[config.mk]
export PLATFORM = sky130hd
export DESIGN_NAME = mbhe_ram
export DESIGN_NICKNAME = d
export VERILOG_FILES = /design/src/mbhe_ram.sv
export SDC_FILE = /design/constraint.sdc
export NUM_CORES = 2
export LEC_CHECK = 0
export BUFFER_PORTS_ARGS = -buffer_cell sky130_fd_sc_hd__buf_2
export CAP_MARGIN = 20
export CORE_MARGIN = 1.5
export CORE_UTILIZATION = 57
export DETAILED_ROUTE_END_ITERATION = 8
export PLACE_DENSITY = 0.76
export SYNTH_ARGS = -nofsm -noshare
export SYNTH_HDL_FRONTEND = slang
export SYNTH_SLANG_ARGS = --single-unit
[constraint.sdc]
create_clock -name clk_i -period 2.1 [get_ports clk_i]
set_input_delay 0.105 -clock clk_i [delete_from_list [all_inputs] [get_ports clk_i]]
set_output_delay 0.105 -clock clk_i [all_outputs]
set_load 0.1 [all_outputs]
[src/mbhe_ram.sv]
// Generic simple dual-port RAM: one write port, one read port, registered read.
// No dependencies.
`default_nettype none
module mbhe_ram #(
  parameter int WIDTH = 8,
  parameter int DEPTH = 256
) (
  input  wire logic                     clk_i,
  input  wire logic                     we_i,
  input  wire logic [$clog2(DEPTH)-1:0] waddr_i,
  input  wire logic [WIDTH-1:0]         wdata_i,
  input  wire logic [$clog2(DEPTH)-1:0] raddr_i,
  output      logic [WIDTH-1:0]         rdata_o
);

  logic [WIDTH-1:0] mem_q [DEPTH];

  always_ff @(posedge clk_i) begin
    if (we_i) mem_q[waddr_i] <= wdata_i;
    rdata_o <= mem_q[raddr_i];
  end

endmodule
`default_nettype wire

Yosys cells after proc, flatten, opt, wreduce, memory -nomap -nowiden
Memory sizes are Yosys's and may differ from the RTL's. A register that Yosys moved wholly into a read port is not among the register bits.
Cells that the tools add are included.

storage, ports and cells
  register bits after elaboration = 0
  bits in latches = 0
  bits in writable memories = 2048
  bits in read-only memories = 0
  word-level logic and storage cells = 3
  memories kept = 1

operators by class
  add/sub/neg operators = 0
  $mul = 0
  divide/modulo/power cells = 0
  $lt $le $gt $ge = 0
  eq/ne operators = 0
  shift-type cells = 0
  mux-type cells = 2
  bitwise operators = 0
  reductions and logical operators = 0

memory list
  memory  depth  width  read ports  clocked after memory_dff  wr ports  line  source
  mem_q   256    8      1           1                         1         16    logic [WIDTH-1:0] mem_q [DEPTH];

operators with widths
  kind     count
  $mux W1  2

Logic depth before layout (Yosys ltp)
  depth in word-level cells = 2
  depth in mapped cells = 11
  mapped depth without buffers = 6

Least setup slack after synthesis
No wires, ideal clock.

  kind = input to register
  start = in raddr_i[0]
  end = reg rdata_o[2] (read register of mem_q)
  arrival = 1.912 ns
  data required time = 1.969 ns
  setup slack = 0.057 ns
  stages = 9
  cell sequence = buf_6 buf_12 buf_8 buf_2 mux4_2 a22oi_1 a21oi_1 nor4_1 nor4_2

RTL lines
  element      line  source
  from (decl)  12    input wire logic [$clog2(DEPTH)-1:0] raddr_i,
  to (decl)    13    output logic [WIDTH-1:0] rdata_o

==> results.cfg <==
[sta]
hold_viol_final = 0
timing.final.ws_setup_ps = -181
report.final.slew_viol_count = 0
worst_pin_slew_ps = 1010
rsz0062_at_grt = true
fin_crit_ps = 2280
max_freq_mhz = 438
setup_viol = 8
relSlewSlack_pct = 32.9
fin_crit_sh_pct = 109
finClkSkew_ps = 62.6

[global_route]
overflow = 0
groute.usage.overall_pct = 29.2
grt_pass1_wl_um = 296000
first_global_vias = 42993
antenna_found_initial = 11
grt_max_degree = 108

[place]
placedInstanceArea_um2 = 86900
place.port_buffers = 33
dp.cells = 6092
dp_hpwl_um = 126000
gp_congestion = 0.900

[cts]
cts_sinks = 2056
cts_tree = yes
cts.htree.levels = 4
clock_latency_ps = 850
clockRootBuffer = clkbuf_16
clkTransAtPathRegs_ps = 60
cts_buffer_depth = 3
cts-buffers-inserted = 197

[worst_setup_path]
rr_endpoint = rdata_o[3]$_DFF_P_
cp_data_arrival_time_ps = 3010
slowest_delay_ps = 570
cp.depth = 7
startpoint_type = register
end_kind = register
path_buf_inv = 1
worstPathCellList = mux4_2, a22o_4, a221oi_2, buf_4, o32ai_4, nor3_4, nor4_1
endpoint = rdata_o[3]$_DFF_P_
critPathKind = register to register
r2r_slack_ps = -180
worstPathMaxFanout = 1
critPathSlowestCell = mux4_2
worstPathRequired_ps = 2830
r2r-start = mem_q[208][3]$_DFFE_PP_
crit_family = multiplexers
ff2ff_path_depth = 7
crit_path_start = mem_q[208][3]$_DFFE_PP_

[die]
start_util_pct = 57.6
dieWidth_um = 377
pin_count = 34
coreArea_um2 = 138000
fp-row-count = 136
dieArea_um2 = 142000
fp.dieH_um = 377

[worst_hold_path]
min_path_type = input pin to register

[outcome]
violations = negative setup slack
outcome = complete, but fails checks

[job]
max_cap_violations = 0

[synthesis]
synth_flop_cell = edfxtp_1
synth_nets = 3759
synth_area_leaders = edfxtp_1 77%, mux4_2 13%, mux2i_1 1.7%, nor2_1 1.3%, a22oi_1 1.3%
ys_ff_latch = 2056
synth_top_area_cell = edfxtp_1
synthDistinctLibCells = 55
synth_edf_count = 2048
mappedNetlistArea_um2 = 79600
yosysTopAreaCellShare_pct = 77.3
ys_seq_area_share_pct = 77.5
synthCells = 3733
synth.avg_cell_area_um2 = 21.3
ys_async_sr_fraction_pct = 0
ys.warnings.count = 0

[route]
route.detailed.drc = 0
vias_per_cell = 6.57
routedWlPerCell_um = 31.4
drtAntennaViolNets = 0
drt_iter0_markers = 6205
num_vias = 42497
drt_pre_antenna_iters = 6
routed_wl_um = 204000

[finish]
finish.instance_area_um2 = 94100
fin_cells = 6471
finalNetCount = 4463
drive_gt1_share_pct = 33.6
area_growth_syn_to_layout_pct = 18.3

[power_and_ir_drop]
p_leak_nw = 30.6
power_density_nw_per_um2 = 911
ir_worst_vdd_mv = 1.01
## per-stage QoR
step / utilization (%) / hold slack, ps / setup TNS, ps / power [mW] / worst slack, ps
finish: 68.2 / 53.3 / -477 / 85.7 / -181
global route: 68.2 / 53.7 / -718 / 87.6 / -225
CTS: 68.1 / 16.3 / -255 / 85.9 / -82.6
detailed placement: 63.0 / 607 / -6580 / 51.0 / -1040
global placement: 63.0 / 603 / -6520 / 50.9 / -1050
floorplan: - / 204 / 0 / 48.6 / 57.1
## worst min path at each step
stage	cells past startpoint	from	slack [ps]	to
4_1_cts	1	wdata_i[2]	20	mem_q[75][2]$_DFFE_PP_
3_5_place_dp	1	wdata_i[0]	610	mem_q[163][0]$_DFFE_PP_
6_report	1	wdata_i[2]	50	mem_q[240][2]$_DFFE_PP_
2_1_floorplan	0	wdata_i[0]	200	mem_q[0][0]$_DFFE_PP_
5_1_grt	1	wdata_i[2]	50	mem_q[240][2]$_DFFE_PP_
3_3_place_gp	1	wdata_i[0]	600	mem_q[204][0]$_DFFE_PP_
## power breakdown
part           internal (mW)  total, mW  switching, mW
clock                   20.0       35.3           15.3
combinational           2.00       5.10           3.11
sequential              45.2       45.3          0.102
total                   67.2       85.7           18.5
## state kept, by name, indices dropped and copies added (netlist names)
register  count
mem_q      2048
rdata_o       8
## cell type report
type                       instances  area [um^2]
sequential                      2056        61700
fill                            8116        43900
multi-input combinational       1442        17100
timing repair buffer             738         6560
clock buffer                     238         5100
tap                             1863         2330
clock inverter                   125         1350
antenna                            7         17.5
inverter                           2         7.51
## layer usage
| metal | global-route usage (%) | vias up | routed length, um |
|---|---|---|---|
| met1 | 39.7 | 21989 | 72100 |
| met2 | 46.5 | 2923 | 99600 |
| li1 | - | 17122 | - |
| met5 | 0 | - | 34 |
| met4 | 11.9 | 6 | 8490 |
| met3 | 6.24 | 457 | 23300 |
## cell usage after synthesis, types with 3 or more instances
master / instances
o21ai_0: 10
buf_8: 13
nand3_1: 34
buf_12: 8
o22a_1: 5
edfxtp_1: 2048
nor4_2: 3
nand2b_1: 8
and2_1: 6
o32ai_1: 4
nor3_1: 22
o221ai_1: 46
nand2_1: 33
o211ai_1: 10
nor2b_1: 31
mux2i_1: 134
nor2_1: 282
nand4_1: 10
or2_2: 4
buf_1: 22
buf_4: 27
buf_2: 31
a221oi_1: 13
nor4_1: 24
a22oi_1: 133
o22ai_1: 28
a22o_1: 8
a21oi_1: 96
mux4_2: 454
a211oi_1: 16
dfxtp_1: 8
buf_6: 21
clkbuf_1: 111
## kinds of logic (layout without fill, tap and decap cells)
kind of cell           count (synthesis)  in the layout  synth area share (%)
DFF                                 2056           2056                  77.5
muxes                                591            591                  14.6
and+or+nand+nor                      466            466                  2.63
AOI/OAI and AO/OA                    385            385                  3.42
buffers and inverters                235           1103                  1.83
other                                  0              7                     0
## what timing repair did
action / in CTS / in global routing
resized for setup: 73 / 26
pin swaps: 28 / 12
hold buffers: 14 / 0
buffers inserted: 0 / 0
hold endpoints to repair: 759 / 0
endpoints found under the setup margin: 8 / 8
## layout by cell type (no fill, tap or decap), drive strengths merged, types with 22 or more instances in the layout
cell type / count
mux2i: 134
edfxtp: 2048
nor3: 22
a21oi: 96
nor2: 282
a22oi: 133
mux4: 456
nand2: 33
o22ai: 28
clkinv: 95
nor4: 27
buf: 717
nor2b: 31
o221ai: 47
clkbuf: 245
nand3: 34
No activity file was read; power rests on OpenSTA's default activity.
