==> config.mk <==
export PLATFORM = sky130hd
export DESIGN_NAME = mbhe_div
export DESIGN_NICKNAME = d
export VERILOG_FILES = /design/src/mbhe_pkg.sv /design/src/mbhe_div.sv
export SDC_FILE = /design/constraint.sdc
export NUM_CORES = 1
export LEC_CHECK = 0
export ABC_CLOCK_PERIOD_IN_PS = 10800
export BUFFER_PORTS_ARGS = -buffer_cell sky130_fd_sc_hd__buf_4
export CORE_MARGIN = 2
export CORE_UTILIZATION = 59
export DETAILED_ROUTE_END_ITERATION = 7
export PLACE_DENSITY = 0.93
export SLEW_MARGIN = 20
export SYNTH_ARGS = -nofsm -noshare
export SYNTH_HDL_FRONTEND = slang
export SYNTH_SLANG_ARGS = --single-unit
export TNS_END_PERCENT = 10
==> constraint.sdc <==
create_clock -name clk_i -period 10.8 [get_ports clk_i]
set_input_delay 2.16 -clock clk_i [delete_from_list [all_inputs] [get_ports clk_i]]
set_output_delay 2.16 -clock clk_i [all_outputs]
set_load 0.1 [all_outputs]
==> src/mbhe_pkg.sv <==
// Package for the masked Bayer histogram entropy unit.
// Shared sizes, constants, the unit status struct and the bin clamp function.
// No dependencies.
`default_nettype none
package mbhe_pkg;

  localparam int BIN_COUNT       = 1024;
  localparam int MAX_PIXELS_LOG2 = 20;
  localparam int CH_COUNT        = 3;
  localparam int TOT_BINS        = CH_COUNT * BIN_COUNT;
  localparam int ADDR_W          = $clog2(TOT_BINS);
  localparam int BIN_W           = $clog2(BIN_COUNT);
  localparam int SAMPLE_W        = 10;
  localparam int MASK_W          = 8;
  localparam int CNT_W           = MAX_PIXELS_LOG2 + 1;
  localparam int E_W             = $clog2(CNT_W);
  localparam int LN_W            = E_W + 16;
  localparam int FRAC_STEPS      = 16;
  localparam int STEP_W          = $clog2(FRAC_STEPS);
  localparam int MANT_W          = 31;
  localparam int PROD_W          = CNT_W + LN_W;
  localparam int NUM_W           = PROD_W + 3;
  localparam int ENT_W           = 21;
  localparam int CNT_OUT_W       = 21;

  localparam logic [CNT_W-1:0] PIXEL_CAP   = {1'b1, {MAX_PIXELS_LOG2{1'b0}}};
  localparam logic [31:0]      LN2_Q32     = 32'd2977044472;
  localparam logic [ENT_W-1:0] ENTROPY_MAX = 21'd1363200;

  typedef struct packed {
    logic busy;
    logic done;
  } unit_sts_t;

  function automatic logic [BIN_W-1:0] bin_of(input logic [SAMPLE_W-1:0] s);
    int v;
    v = int'(s);
    if (v >= BIN_COUNT) v = BIN_COUNT - 1;
    return BIN_W'(v);
  endfunction

endpackage
`default_nettype wire

==> src/mbhe_div.sv <==
// Restoring divider, one quotient bit per cycle.
// Depends on mbhe_pkg.
`default_nettype none
module mbhe_div (
  input  wire logic                       clk_i,
  input  wire logic                       rst_ni,
  input  wire logic                       start_i,
  input  wire logic [mbhe_pkg::NUM_W-1:0] num_i,
  input  wire logic [mbhe_pkg::CNT_W-1:0] den_i,
  output      mbhe_pkg::unit_sts_t        sts_o,
  output      logic [mbhe_pkg::NUM_W-1:0] quot_o
);
  import mbhe_pkg::*;

  localparam int ITER_W = $clog2(NUM_W);

  logic              busy_q;
  logic              done_q;
  logic [ITER_W-1:0] iter_q;
  logic [NUM_W-1:0]  num_q;
  logic [CNT_W-1:0]  den_q;
  logic [CNT_W-1:0]  rem_q;
  logic [CNT_W:0]    trial;
  logic              fits;

  assign trial = {rem_q, num_q[NUM_W-1]};
  assign fits  = (trial >= {1'b0, den_q});

  always_ff @(posedge clk_i or negedge rst_ni) begin
    if (!rst_ni) begin
      busy_q <= 1'b0;
      done_q <= 1'b0;
      iter_q <= '0;
    end else begin
      done_q <= 1'b0;
      if (!busy_q) begin
        if (start_i) begin
          num_q  <= num_i;
          den_q  <= den_i;
          rem_q  <= '0;
          iter_q <= '0;
          busy_q <= 1'b1;
        end
      end else begin
        rem_q  <= fits ? CNT_W'(trial - {1'b0, den_q}) : trial[CNT_W-1:0];
        num_q  <= {num_q[NUM_W-2:0], fits};
        iter_q <= iter_q + 1'b1;
        if (iter_q == ITER_W'(NUM_W - 1)) begin
          busy_q <= 1'b0;
          done_q <= 1'b1;
        end
      end
    end
  end

  assign sts_o.busy = busy_q;
  assign sts_o.done = done_q;
  assign quot_o     = num_q;

endmodule
`default_nettype wire

## After elaboration in Yosys (flattened, before gate mapping)

Cells that the tools add are included.
W data, S select, Z words.

- Output and inout port bits: 47
- Word-level logic and storage cells: 26
- Bits in read-only memories: 0
- Memories kept: 0
- Bits of input ports: 69
- Flip-flop bits (word level): 95
- Memory bits (writable): 0
- Latch bits: 0

- Muxes and demuxes: 12
- Add/subtract/negate cells: 2
- Order comparisons: 1
- Shifts and indexed selects: 0
- Eq/ne operators: 1
- Multipliers: 0
- Reductions and logical operators: 3
- Bitwise operators: 1
- Divide/modulo/power cells: 0

Operators by type and width:

| kind | count |
|---|---|
| $mux W45 | 2 |
| $mux W21 | 3 |
| $ge A22 B21 Y1 | 1 |
| $sub A21 B21 Y21 | 1 |
| $mux W6 | 2 |
| $add A6 B1 Y6 const B | 1 |
| $eq A6 B6 Y1 const B | 1 |
| $mux W1 | 5 |
| $reduce_and A3 Y1 | 1 |
| $reduce_and A2 Y1 | 1 |
| $reduce_bool A2 Y1 | 1 |
| $not A1 Y1 | 1 |

## Longest topological paths before layout

- Depth in word-level cells: 3
- Depth in mapped cells: 11
- Depth with buffers taken out: 10

## Worst setup path after synthesis

OpenSTA, ideal clock, no wires.

- Path kind: input to register
- Start point: input port start_i
- End point: register num_q[0] (netlist: quot_o[0]) (enable)
- Library setup time: 0.498 ns
- Stages on the path: 2
- Arrival time: 5.181 ns
- Data required time: 10.302 ns
- Setup slack: 5.121 ns
- Buffers on the path: 0
- Cells stage by stage: nor2_1 -> nor2b_1

- Word-level cells in the longest chain between the ends: 2

Ends and longest elaborated chain:

| what | line | source |
|---|---|---|
| start: declaration | mbhe_div.sv:7 | `input wire logic start_i,` |
| $reduce_bool A2 Y1 (no line) | -- |  |
| $reduce_and A2 Y1 (no line) | -- |  |
| end signal: assignment | mbhe_div.sv:38 | `num_q <= num_i;` |
| end signal: assignment | mbhe_div.sv:46 | `num_q <= {num_q[NUM_W-2:0], fits};` |
| end: declaration | mbhe_div.sv:20 | `logic [NUM_W-1:0] num_q;` |

No other way between the ends.
A chain may end at the register's enable or synchronous reset.

## Worst setup path after layout

- Start point: input port start_i
- End point: register num_q[22] (netlist: quot_o[22]) (enable)

Same word-level chain as after synthesis.

==> impl_metrics.env <==
export IMPL_status="completed"
export IMPL_dpl_hpwl_um=8710
export IMPL_drtIter0Drc=325
export IMPL_synth_seq_cells=95
export IMPL_area_delta_synth_final_pct=21.8
export IMPL_netlist_area_mm2=0.00518
export IMPL_cp_end_kind="flip-flop"
export IMPL_setup_worst_path_class="in -> reg"
export IMPL_yosys_area_share_simple=0.0976
export IMPL_path_buf_inv=2
export IMPL_dr_pass1_iters=5
export IMPL_syn_nets=515
export IMPL_final_hold_viol_count=0
export IMPL_max_cap_violations=0
export IMPL_ir_drop_v=0.000160
export IMPL_ctsHoldBuffers=0
export IMPL_io_pins=116
export IMPL_timing_final_crit_period_ps=3520
export IMPL_yosysSeqAreaShare=0.543
export IMPL_setup_viol=0
export IMPL_avgSynthCellArea_um2=12.3
export IMPL_cts_tree="yes"
export IMPL_grt_overflow=0
export IMPL_drt_total_wl_um=12800
export IMPL_synth_top_cell_by_area="edfxtp_1"
export IMPL_synth_compound_area_frac=0.142
export IMPL_drc_errors=0
export IMPL_post_cts_buffers=0
export IMPL_grt_start_max_net_pins=59
export IMPL_power_per_cell_area_mw_per_mm2=268
export IMPL_fmax_mhz=284
export IMPL_path_max_fanout=51
export IMPL_synth_flop_cell="edfxtp_1"
export IMPL_finClkSkew_ps=15.7
export IMPL_grt_use_total=0.268
export IMPL_num_nets_final=625
export IMPL_post_route_period_util=0.326
export IMPL_cts_root_buf="clkbuf_8"
export IMPL_power_leakage_nw=2.57
export IMPL_path_cells="buf_4 -> nor2_1 -> nor2b_4 -> buf_4"
export IMPL_critPathArrivalTime_ps=3510
export IMPL_num_rows=34
export IMPL_cp_top_family="buffers and inverters"
export IMPL_start_util=0.603
export IMPL_fin_hold_ws_ps=592
export IMPL_synth_most_common_cell="edfxtp_1"
export IMPL_ant_nets=0
export IMPL_cts_buffer_depth=2
export IMPL_synth_area_mux_share=0.0957
export IMPL_die_w_um=97.7
export IMPL_synth_top_family_by_area="compound AO/OA/AOI/OAI gates"
export IMPL_start_kind="input port"
export IMPL_gp_congestion=0.968
export IMPL_synthAdderAreaFrac=0.0594
export IMPL_synth_common_cells="edfxtp_1, mux2_2, a21oi_1, inv_1, nand2_1"
export IMPL_coreArea_mm2=0.00859
export IMPL_wl_per_cell_um=19.9
export IMPL_synth_top_cell_area_share=0.505
export IMPL_numCtsBuffers=9
export IMPL_cts_max_level=3
export IMPL_synth_async_reset_ratio=0.0842
export IMPL_synthCells=422
export IMPL_grt_pass1_vias=4048
export IMPL_n_antenna_cell=0
export IMPL_max_slew_margin=0.387
export IMPL_cpPeakStageDelay_ps=640
export IMPL_die_h_um=97.7
export IMPL_layout_drive_gt1_share=0.360
export IMPL_hp_class="reg -> reg"
export IMPL_viasPerCell=6.22
export IMPL_stdcell_count=644
export IMPL_dp_cells=628
export IMPL_synthTopCellsByArea="edfxtp_1, mux2_2, ha_1, dfrtp_1, a21oi_1"
export IMPL_synth_xor_area_share=0.0237
export IMPL_dieArea_mm2=0.00954
export IMPL_antenna_found_initial=0
export IMPL_grt_setup_unrepaired="no"
export IMPL_clk_pin_slew_ps=100
export IMPL_ys_types=56
export IMPL_cpMostUsedCell="buf_4"
export IMPL_io_buffers=115
export IMPL_synth_edf_count=87
export IMPL_finalMaxSlewViolations=0
export IMPL_required_ps=10800
export IMPL_worst_pin_slew_ps=916
export IMPL_dr_total_vias=4008
export IMPL_grt_pass1_wl_um=20200
export IMPL_ys_warn_count=0
export IMPL_clock_latency_ps=370
export IMPL_cts_repair_resized=0
export IMPL_slowest_stage="buf_4"
export IMPL_tns_ps=0
export IMPL_clkSinkCount=95
stage by stage:
stage	cell area, um2	util	power [mW]	setup slack [ps]
after floorplan	5180	-	1.24	5120
after global placement	6100	0.710	1.40	7000
after detailed placement	6100	0.710	1.43	6920
after CTS	6290	0.732	1.68	7300
after global routing	6310	0.734	1.77	7210
final	6310	0.734	1.69	7280
report_power, final:
part	switching [mW]	total [mW]	internal, mW
combinational	0.566	0.866	0.301
sequential	0.0569	0.582	0.525
clock	0.131	0.239	0.108
metal layers:
metal,wire length [um],global-route usage,share of wire,vias to the layer above
li1,-,-,-,1820
met1,5180,0.346,0.40,1957
met2,6500,0.450,0.51,202
met3,874,0.0604,0.068,29
met4,264,0.0887,0.021,0
met5,0,0,0,-
cells by family (layout without fill, tap and decap cells):
group | Yosys count | in the layout
flops | 95 | 95
fa+ha+maj | 24 | 24
simple gates | 95 | 95
mux | 44 | 44
xor+xnor | 14 | 14
compound gates | 104 | 104
buf+inv | 46 | 160
final cells by class:
class                   count  area (um2)
clock buffers              11         131
multi-input cells         281        2180
repair buffers            118         893
inverters                  27         101
fillers                   548        2290
flip-flops and latches     95        2810
clock inverters             4        56.3
well taps                 108         135
worst reg2reg max path: cells and delay by family (launching register included):
| family | cells | cell delay, ps |
|---|---|---|
| buffers and inverters | 2 | 140 |
| AND/OR/NAND/NOR | 2 | 610 |
| adder cells (fa/ha/maj) | 2 | 590 |
| AO/OA/AOI/OAI | 4 | 1430 |
| flip-flops | 1 | 420 |
registers in the layout, indices dropped and copies added, names as in the netlist:
register  flops
rem_q        21
quot_o       45
done_q        1
iter_q        6
busy_q        1
den_q        21
final timing paths:
| path | cells past startpoint | slack, ps | end | start |
|---|---|---|---|---|
| max in group asynchronous | 1 | 9040 | busy_q$_DFF_PN0_ | rst_ni |
| setup reg to reg | 10 | 7430 | rem_q[0]$_SDFFCE_PN0P_ | quot_o[44]$_DFFE_PP_ |
| hold / removal | 1 | 590 | quot_o[9]$_DFFE_PP_ | quot_o[8]$_DFFE_PP_ |
| min in group asynchronous | 1 | 1600 | iter_q[2]$_DFFE_PN0N_ | rst_ni |
| setup / recovery | 4 | 7280 | quot_o[22]$_DFFE_PP_ | start_i |
| hold reg to reg | 1 | 590 | quot_o[9]$_DFFE_PP_ | quot_o[8]$_DFFE_PP_ |
layout by cell type (no fill, tap or decap), types with 3 or more instances in the layout:
cell type	count
and2_1	5
o31ai_1	4
o21ai_1	9
nor3_1	8
nand2_1	27
a21o_1	5
nand3_1	19
o21a_1	7
a211oi_1	7
and3_1	5
o211ai_1	3
edfxtp_1	87
o211ai_2	3
buf_4	117
dfrtp_1	7
a21oi_1	29
xnor2_1	9
xor2_1	5
or3_1	4
inv_1	27
ha_1	23
nor2_1	7
nand4_1	8
o22ai_1	6
mux2_2	44
clkbuf_8	9
o21ai_0	14
(Power assumes the default switching activity.)
