--- src/mbhe_pkg.sv ---
// Package for the masked Bayer histogram entropy unit.
// Shared sizes, constants, the unit status struct and the bin clamp function.
// No dependencies.
`default_nettype none
package mbhe_pkg;

  localparam int BIN_COUNT       = 1024;
  localparam int MAX_PIXELS_LOG2 = 20;
  localparam int CH_COUNT        = 3;
  localparam int TOT_BINS        = CH_COUNT * BIN_COUNT;
  localparam int ADDR_W          = $clog2(TOT_BINS);
  localparam int BIN_W           = $clog2(BIN_COUNT);
  localparam int SAMPLE_W        = 10;
  localparam int MASK_W          = 8;
  localparam int CNT_W           = MAX_PIXELS_LOG2 + 1;
  localparam int E_W             = $clog2(CNT_W);
  localparam int LN_W            = E_W + 16;
  localparam int FRAC_STEPS      = 16;
  localparam int STEP_W          = $clog2(FRAC_STEPS);
  localparam int MANT_W          = 31;
  localparam int PROD_W          = CNT_W + LN_W;
  localparam int NUM_W           = PROD_W + 3;
  localparam int ENT_W           = 21;
  localparam int CNT_OUT_W       = 21;

  localparam logic [CNT_W-1:0] PIXEL_CAP   = {1'b1, {MAX_PIXELS_LOG2{1'b0}}};
  localparam logic [31:0]      LN2_Q32     = 32'd2977044472;
  localparam logic [ENT_W-1:0] ENTROPY_MAX = 21'd1363200;

  typedef struct packed {
    logic busy;
    logic done;
  } unit_sts_t;

  function automatic logic [BIN_W-1:0] bin_of(input logic [SAMPLE_W-1:0] s);
    int v;
    v = int'(s);
    if (v >= BIN_COUNT) v = BIN_COUNT - 1;
    return BIN_W'(v);
  endfunction

endpackage
`default_nettype wire

--- src/mbhe_ln.sv ---
// Iterative natural log in Q16: leading-one, 16 squaring steps, scale by ln 2.
// Depends on mbhe_pkg.
`default_nettype none
module mbhe_ln (
  input  wire logic                     clk_i,
  input  wire logic                     rst_ni,
  input  wire logic                     start_i,
  input  wire logic [mbhe_pkg::CNT_W-1:0] x_i,
  output      mbhe_pkg::unit_sts_t      sts_o,
  output      logic [mbhe_pkg::LN_W-1:0] ln_o
);
  import mbhe_pkg::*;

  typedef enum logic [1:0] {L_IDLE, L_SQ, L_MUL, L_RND} ln_state_e;

  ln_state_e           state_q;
  logic [E_W-1:0]      e_q;
  logic [MANT_W-1:0]   m_q;
  logic [15:0]         frac_q;
  logic [STEP_W-1:0]   step_q;
  logic [LN_W+31:0]    prod_q;
  logic                done_q;
  logic [LN_W-1:0]     ln_q;

  logic [E_W-1:0]      e_start;
  logic [MANT_W-1:0]   m_start;
  logic [2*MANT_W-1:0] sq;
  logic [MANT_W:0]     m_sq;
  logic [LN_W+31:0]    rnd;

  always_comb begin
    e_start = '0;
    for (int b = 0; b < CNT_W; b++) begin
      if (x_i[b]) e_start = E_W'(b);
    end
    m_start = MANT_W'(MANT_W'(x_i) << (E_W'(MANT_W - 1) - e_start));
    sq      = (2*MANT_W)'(m_q) * (2*MANT_W)'(m_q);
    m_sq    = sq[2*MANT_W-1:MANT_W-1];
    rnd     = prod_q + (LN_W+32)'(64'h8000_0000);
  end

  always_ff @(posedge clk_i or negedge rst_ni) begin
    if (!rst_ni) begin
      state_q <= L_IDLE;
      done_q  <= 1'b0;
      step_q  <= '0;
    end else begin
      done_q <= 1'b0;
      unique case (state_q)
        L_IDLE: begin
          if (start_i) begin
            e_q     <= e_start;
            m_q     <= m_start;
            frac_q  <= '0;
            step_q  <= '0;
            state_q <= L_SQ;
          end
        end
        L_SQ: begin
          // halve when the square reaches 2.0 and emit a one
          if (m_sq[MANT_W]) begin
            m_q    <= m_sq[MANT_W:1];
            frac_q <= {frac_q[14:0], 1'b1};
          end else begin
            m_q    <= m_sq[MANT_W-1:0];
            frac_q <= {frac_q[14:0], 1'b0};
          end
          step_q <= step_q + 1'b1;
          if (step_q == STEP_W'(FRAC_STEPS - 1)) state_q <= L_MUL;
        end
        L_MUL: begin
          prod_q  <= (LN_W+32)'({e_q, frac_q}) * (LN_W+32)'(LN2_Q32);
          state_q <= L_RND;
        end
        L_RND: begin
          ln_q    <= rnd[LN_W+31:32];
          done_q  <= 1'b1;
          state_q <= L_IDLE;
        end
        default: state_q <= L_IDLE;
      endcase
    end
  end

  assign sts_o.busy = (state_q != L_IDLE);
  assign sts_o.done = done_q;
  assign ln_o       = ln_q;

endmodule
`default_nettype wire

--- config.mk ---
export PLATFORM = sky130hd
export DESIGN_NAME = mbhe_ln
export DESIGN_NICKNAME = d
export VERILOG_FILES = /design/src/mbhe_pkg.sv /design/src/mbhe_ln.sv
export SDC_FILE = /design/constraint.sdc
export NUM_CORES = 2
export LEC_CHECK = 0
export BUFFER_PORTS_ARGS = -buffer_cell sky130_fd_sc_hd__buf_4
export CORE_MARGIN = 4
export CORE_UTILIZATION = 45
export CTS_CLUSTER_DIAMETER = 100
export DETAILED_ROUTE_END_ITERATION = 10
export MAX_ROUTING_LAYER = met4
export SYNTH_ARGS = -nofsm -noshare
export SYNTH_HDL_FRONTEND = slang
export SYNTH_SLANG_ARGS = --single-unit
--- constraint.sdc ---
create_clock -name clk_i -period 7.3 [get_ports clk_i]
set_input_delay 0.365 -clock clk_i [delete_from_list [all_inputs] [get_ports clk_i]]
set_output_delay 0.365 -clock clk_i [all_outputs]
set_load 0.03 [all_outputs]
== Word level (Yosys, flattened, before mapping) ==
Cells that the tools add are included.
W data, S select, Z words.

* Register bits: 130
* Input bits: 24
* Output and inout port bits: 23
* Word-level logic and storage cells: 61

* Add/subtract/negate cells: 3
* Multipliers: 2
* Equality and inequality tests: 6
* Shifts and indexed selects: 1
* Multiplexer cells: 32
* Reductions and logical operators: 9

{| class="wikitable"
|+ Operators by type and width
! operator !! count
|-
| $mux W5 || 18
|-
| $mul A31 B31 Y62 || 1
|-
| $mux W31 || 2
|-
| $pmux W31 S2 || 1
|-
| $add A53 B32 Y53 const B || 1
|-
| $mul A21 B29 Y50 const B || 1
|-
| $pmux W16 S2 || 1
|-
| $shl A21 B5 Y31 || 1
|-
| $mux W16 || 1
|-
| $pmux W2 S4 || 1
|-
| $pmux W4 S2 || 1
|-
| $reduce_and A2 Y1 || 4
|-
| $mux W2 || 3
|-
| $reduce_and A3 Y1 || 2
|-
| $sub A5 B5 Y5 const A || 1
|-
| $add A4 B1 Y4 const B || 1
|-
| $eq A2 B2 Y1 const B || 2
|-
| $eq A4 B4 Y1 const B || 1
|-
| $mux W4 || 1
|-
| $ne A2 B2 Y1 const B || 2
|-
| $reduce_bool A2 Y1 || 2
|-
| $mux W1 || 3
|-
| $eq A2 B1 Y1 const B || 1
|-
| $logic_not A2 Y1 || 1
|}

== Logic depth before layout (Yosys ltp) ==
* Depth after elaboration: 24
* Gate-level depth with buffers: 30
* Mapped depth without buffers: 28

== Least setup slack after synthesis ==
Ideal clock, no wire load.

* Path kind: flip-flop to flip-flop
* Start: register m_q[9]
* End: register m_q[20], data pin
* Library setup time: 0.258 ns
* Data arrival time: 7.581 ns
* Slack: -0.539 ns
* Cell stages (with the launch flop): 28
* Buffers on the path: 3
* Path through: edfxtp_1 clkbuf_1 clkbuf_1 nand2_1 fa_1 fa_1 inv_1 fa_1 inv_1 fa_1 inv_1 fa_1 fa_1 fa_1 inv_1 fa_1 inv_1 ha_1 nand4_1 or4_1 nor3_1 nand3_1 a21o_1 and2_1 a211oi_2 buf_2 nand2_1 o221a_2

* Word-level cells in the longest chain between the ends: 3

{| class="wikitable"
|+ RTL lines
! item !! line !! source
|-
| start, declared || mbhe_ln.sv:18 || <nowiki>logic [MANT_W-1:0] m_q;</nowiki>
|-
| start signal, assigned || mbhe_ln.sv:53 || <nowiki>m_q <= m_start;</nowiki>
|-
| start signal, assigned || mbhe_ln.sv:62 || <nowiki>m_q <= m_sq[MANT_W:1];</nowiki>
|-
| start signal, assigned || mbhe_ln.sv:65 || <nowiki>m_q <= m_sq[MANT_W-1:0];</nowiki>
|-
| $mul A31 B31 Y62 || mbhe_ln.sv:37 || <nowiki>sq = (2*MANT_W)'(m_q) * (2*MANT_W)'(m_q);</nowiki>
|-
| $mux W31 || mbhe_ln.sv:61 || <nowiki>if (m_sq[MANT_W]) begin</nowiki>
|-
| $pmux W31 S2 || mbhe_ln.sv:49 || <nowiki>unique case (state_q)</nowiki>
|}

No other way between the ends.
A chain may end at the register's enable or synchronous reset.

== Worst setup path in the final report ==
* Start: register m_q[10]
* End: register m_q[5], data pin

Same word-level chain as after synthesis.

==> impl_metrics.py <==
metrics = {
    "yosys": {
        "synth_nets": 5820,
        "netlist_area_mm2": 0.0418,
        "seq_area_frac_synth": 0.0724,
        "yosys.cell_types.count": 79,
        "yosysWarnings": 0,
        "synth_edf_count": 95,
        "ys_seq_elements": 102,
        "synth_flop_cell": "edfxtp_1",
        "synthArstFlopShare": 0.0686,
        "synthCells": 4324,
        "syn_avg_cell_area_um2": 9.67,
    },
    "timing": {
        "fmax_mhz": 125,
        "max-slew-margin-rel": 0.254,
        "drv_slew": 0,
        "rsz0062_at_grt": "yes",
        "fin_ws_ns": -0.717,
        "finalSetupTns_ns": -19.63,
        "period_minus_slack_ns": 8.02,
        "setup_viol": 32,
        "skew_ns": 0.0340,
        "worst_pin_slew_ns": 1.12,
        "period_share": 1.10,
        "finalHoldViolations": 0,
    },
    "routing": {
        "drcViolationCount": 0,
        "drt_iter0_markers": 1728,
        "firstDrtPassIters": 5,
        "wl_um": 114000,
        "routedWlPerCell_um": 18.8,
        "vias_per_cell": 5.00,
        "ant_nets": 0,
        "vias": 30300,
    },
    "placed_design": {
        "hpwl_um": 97300,
        "dp_cells": 5993,
        "io_buffers": 46,
        "place_area_mm2": 0.0476,
        "gp_congestion": 0.933,
    },
    "global_route": {
        "gr-total-overflow": 0,
        "grt_max_degree": 56,
        "antenna_found_initial": 3,
        "grtUsageTotal": 0.246,
        "grt_pass1_vias": 32500,
        "grt_pass1_wl_um": 182000,
    },
    "outcome": {
        "violations": "negative setup slack",
        "status": "finished with violations",
    },
    "layout": {
        "final_cell_area_mm2": 0.0491,
        "layout-drive-gt1-share": 0.162,
        "areaGrowthSynthToFinish_pct": 17.4,
        "fin_nets": 6300,
        "instances_no_fill": 6053,
        "nFillCells": 8436,
    },
    "clocking": {
        "cts.clk_slew.worst_paths_ns": 0.09,
        "clk_latency_ns": 0.41,
        "cts-root-buf": "clkbuf_16",
        "cts_buffer_depth": 2,
        "htreeDepth": 3,
        "cts_made_buffers": 9,
        "cts_tree": "done",
        "cts_num_sinks": 102,
    },
    "setup_path": {
        "crit_required_ns": 7.42,
        "cp_max_fo": 5,
        "path_common_cell": "fa_1",
        "slowest_stage": "fa_2",
        "worst_setup_path_start_kind": "flop",
        "worstSetupEndpointType": "flop",
        "cpPeakStageDelay_ns": 0.60,
        "arrival_ns": 8.13,
        "path_class": "flop to flop",
    },
    "hold_path": {
        "hold_class": "input port to flop",
    },
    "floorplanning": {
        "io_pins": 47,
        "placementRows": 111,
        "die_height_um": 313,
        "core_area_mm2": 0.0919,
        "start_util": 0.455,
        "die_w_um": 313,
        "dieArea_mm2": 0.0978,
    },
    "job": {
        "maxCapViolCount": 0,
    },
}
==> final timing paths <==
path / from / end / slack, ns / depth (start not counted)
min in group asynchronous: rst_ni / step_q[0]$_DFFE_PN0P_ / 0.36 / 2
max in group asynchronous: rst_ni / state_q[1]$_DFFE_PN0P_ / 6.81 / 2
setup reg to reg: m_q[10]$_DFFE_PP_ / m_q[5]$_DFFE_PP_ / -0.72 / 27
setup / recovery: m_q[10]$_DFFE_PP_ / m_q[5]$_DFFE_PP_ / -0.72 / 27
hold / removal: start_i / step_q[0]$_DFFE_PN0P_ / 0.31 / 3
hold reg to reg: step_q[1]$_DFFE_PN0P_ / step_q[1]$_DFFE_PN0P_ / 0.54 / 1
==> cells by family after synthesis <==
group / Yosys count / synth area share
and+or+nand+nor: 846 / 0.0976
xor gates and xnor gates: 94 / 0.0202
buffers and inverters: 1390 / 0.125
DFF: 102 / 0.0724
muxes: 44 / 0.0128
adders and majority gates: 1472 / 0.613
AOI/OAI and AO/OA: 376 / 0.0587
==> critical path: cells and delay by family, from the launching register on <==
| kind | cells | cell delay [ns] |
|---|---|---|
| and+or+nand+nor | 6 | 1.20 |
| buffers and inverters | 8 | 0.83 |
| DFF | 1 | 0.50 |
| muxes | 1 | 0.18 |
| AOI/OAI and AO/OA | 3 | 0.66 |
| adders and majority gates | 9 | 4.35 |
==> cell usage after synthesis, types with 11 or more instances <==
master	number	area share
inv_1	1263	0.11
fa_1	958	0.46
ha_1	514	0.15
nand2_1	348	0.031
and2_1	203	0.030
nor2_1	122	0.011
clkbuf_1	113	0.010
a21oi_1	105	0.013
edfxtp_1	95	0.068
o21ai_0	75	0.0090
xnor2_1	57	0.012
a21o_1	44	0.0079
mux2i_1	34	0.0081
nor3_1	34	0.0041
xor2_1	34	0.0071
nand3_1	32	0.0038
nand4_1	24	0.0036
a211oi_1	19	0.0034
a31oi_1	19	0.0028
and3_1	17	0.0025
nor2b_1	15	0.0022
o21bai_1	11	0.0020
==> metrics by stage <==
stage / hold slack (ns) / setup WS, ns / utilization
after global routing: 0.311 / -0.944 / 0.534
after global placement: 0.197 / -1.31 / 0.518
final: 0.311 / -0.717 / 0.534
after CTS: 0.290 / -0.683 / 0.529
after detailed placement: 0.197 / -1.39 / 0.518
after floorplan: 0.0694 / -0.0737 / -
==> metal layers <==
| layer | part of all wire | track usage | vias up |
|---|---|---|---|
| li1 | - | - | 14000 |
| met1 | 0.44 | 0.339 | 15400 |
| met2 | 0.49 | 0.406 | 747 |
| met3 | 0.045 | 0.0179 | 135 |
| met4 | 0.024 | 0.0511 | 0 |
| met5 | 0 | - | - |
==> timing repair <==
item / in CTS / in global routing
hold buffers: 1 / 0
gates resized for setup: 103 / 76
endpoints found under the setup margin: 32 / 37
buffers inserted: 26 / 16
hold endpoints to repair: 7 / 0
gates cloned: 3 / 2
pin swaps: 53 / 35
==> registers in the layout (all words and copies together), names as in the netlist <==
register / cells
m_q: 31
e_q: 5
frac_q: 16
prod_q: 22
ln_o: 21
done_q: 1
state_q: 2
step_q: 4
==> placed cells by master, fill, tap and decap left out, types with 26 or more instances in the layout <==
cell      count
xor2_1       33
o21ai_0      56
nand3_1      31
a21oi_1      93
buf_12       44
mux2i_1      34
buf_4       520
ha_1        499
xnor2_1      56
fa_1        941
edfxtp_1     95
nand2_1     333
nor2_1      116
and2_1      191
buf_6        26
inv_1      1251
a21o_1       44
==> cell type report <==
| type | instances | area (um^2) | share of cell area |
|---|---|---|---|
| sequential | 102 | 3030 | 0.0617 |
| clock inverter | 7 | 77.6 | 0.00158 |
| multi-input combinational | 2833 | 34300 | 0.698 |
| timing repair buffer | 594 | 5160 | 0.105 |
| tap | 1243 | 1560 | 0.0317 |
| inverter | 1264 | 4750 | 0.0968 |
| clock buffer | 9 | 225 | 0.00459 |
| antenna | 1 | 2.50 | 0.0000510 |
Power is not shown: default switching activity piles up to over one toggle a cycle in this logic, so the estimate is an artifact.
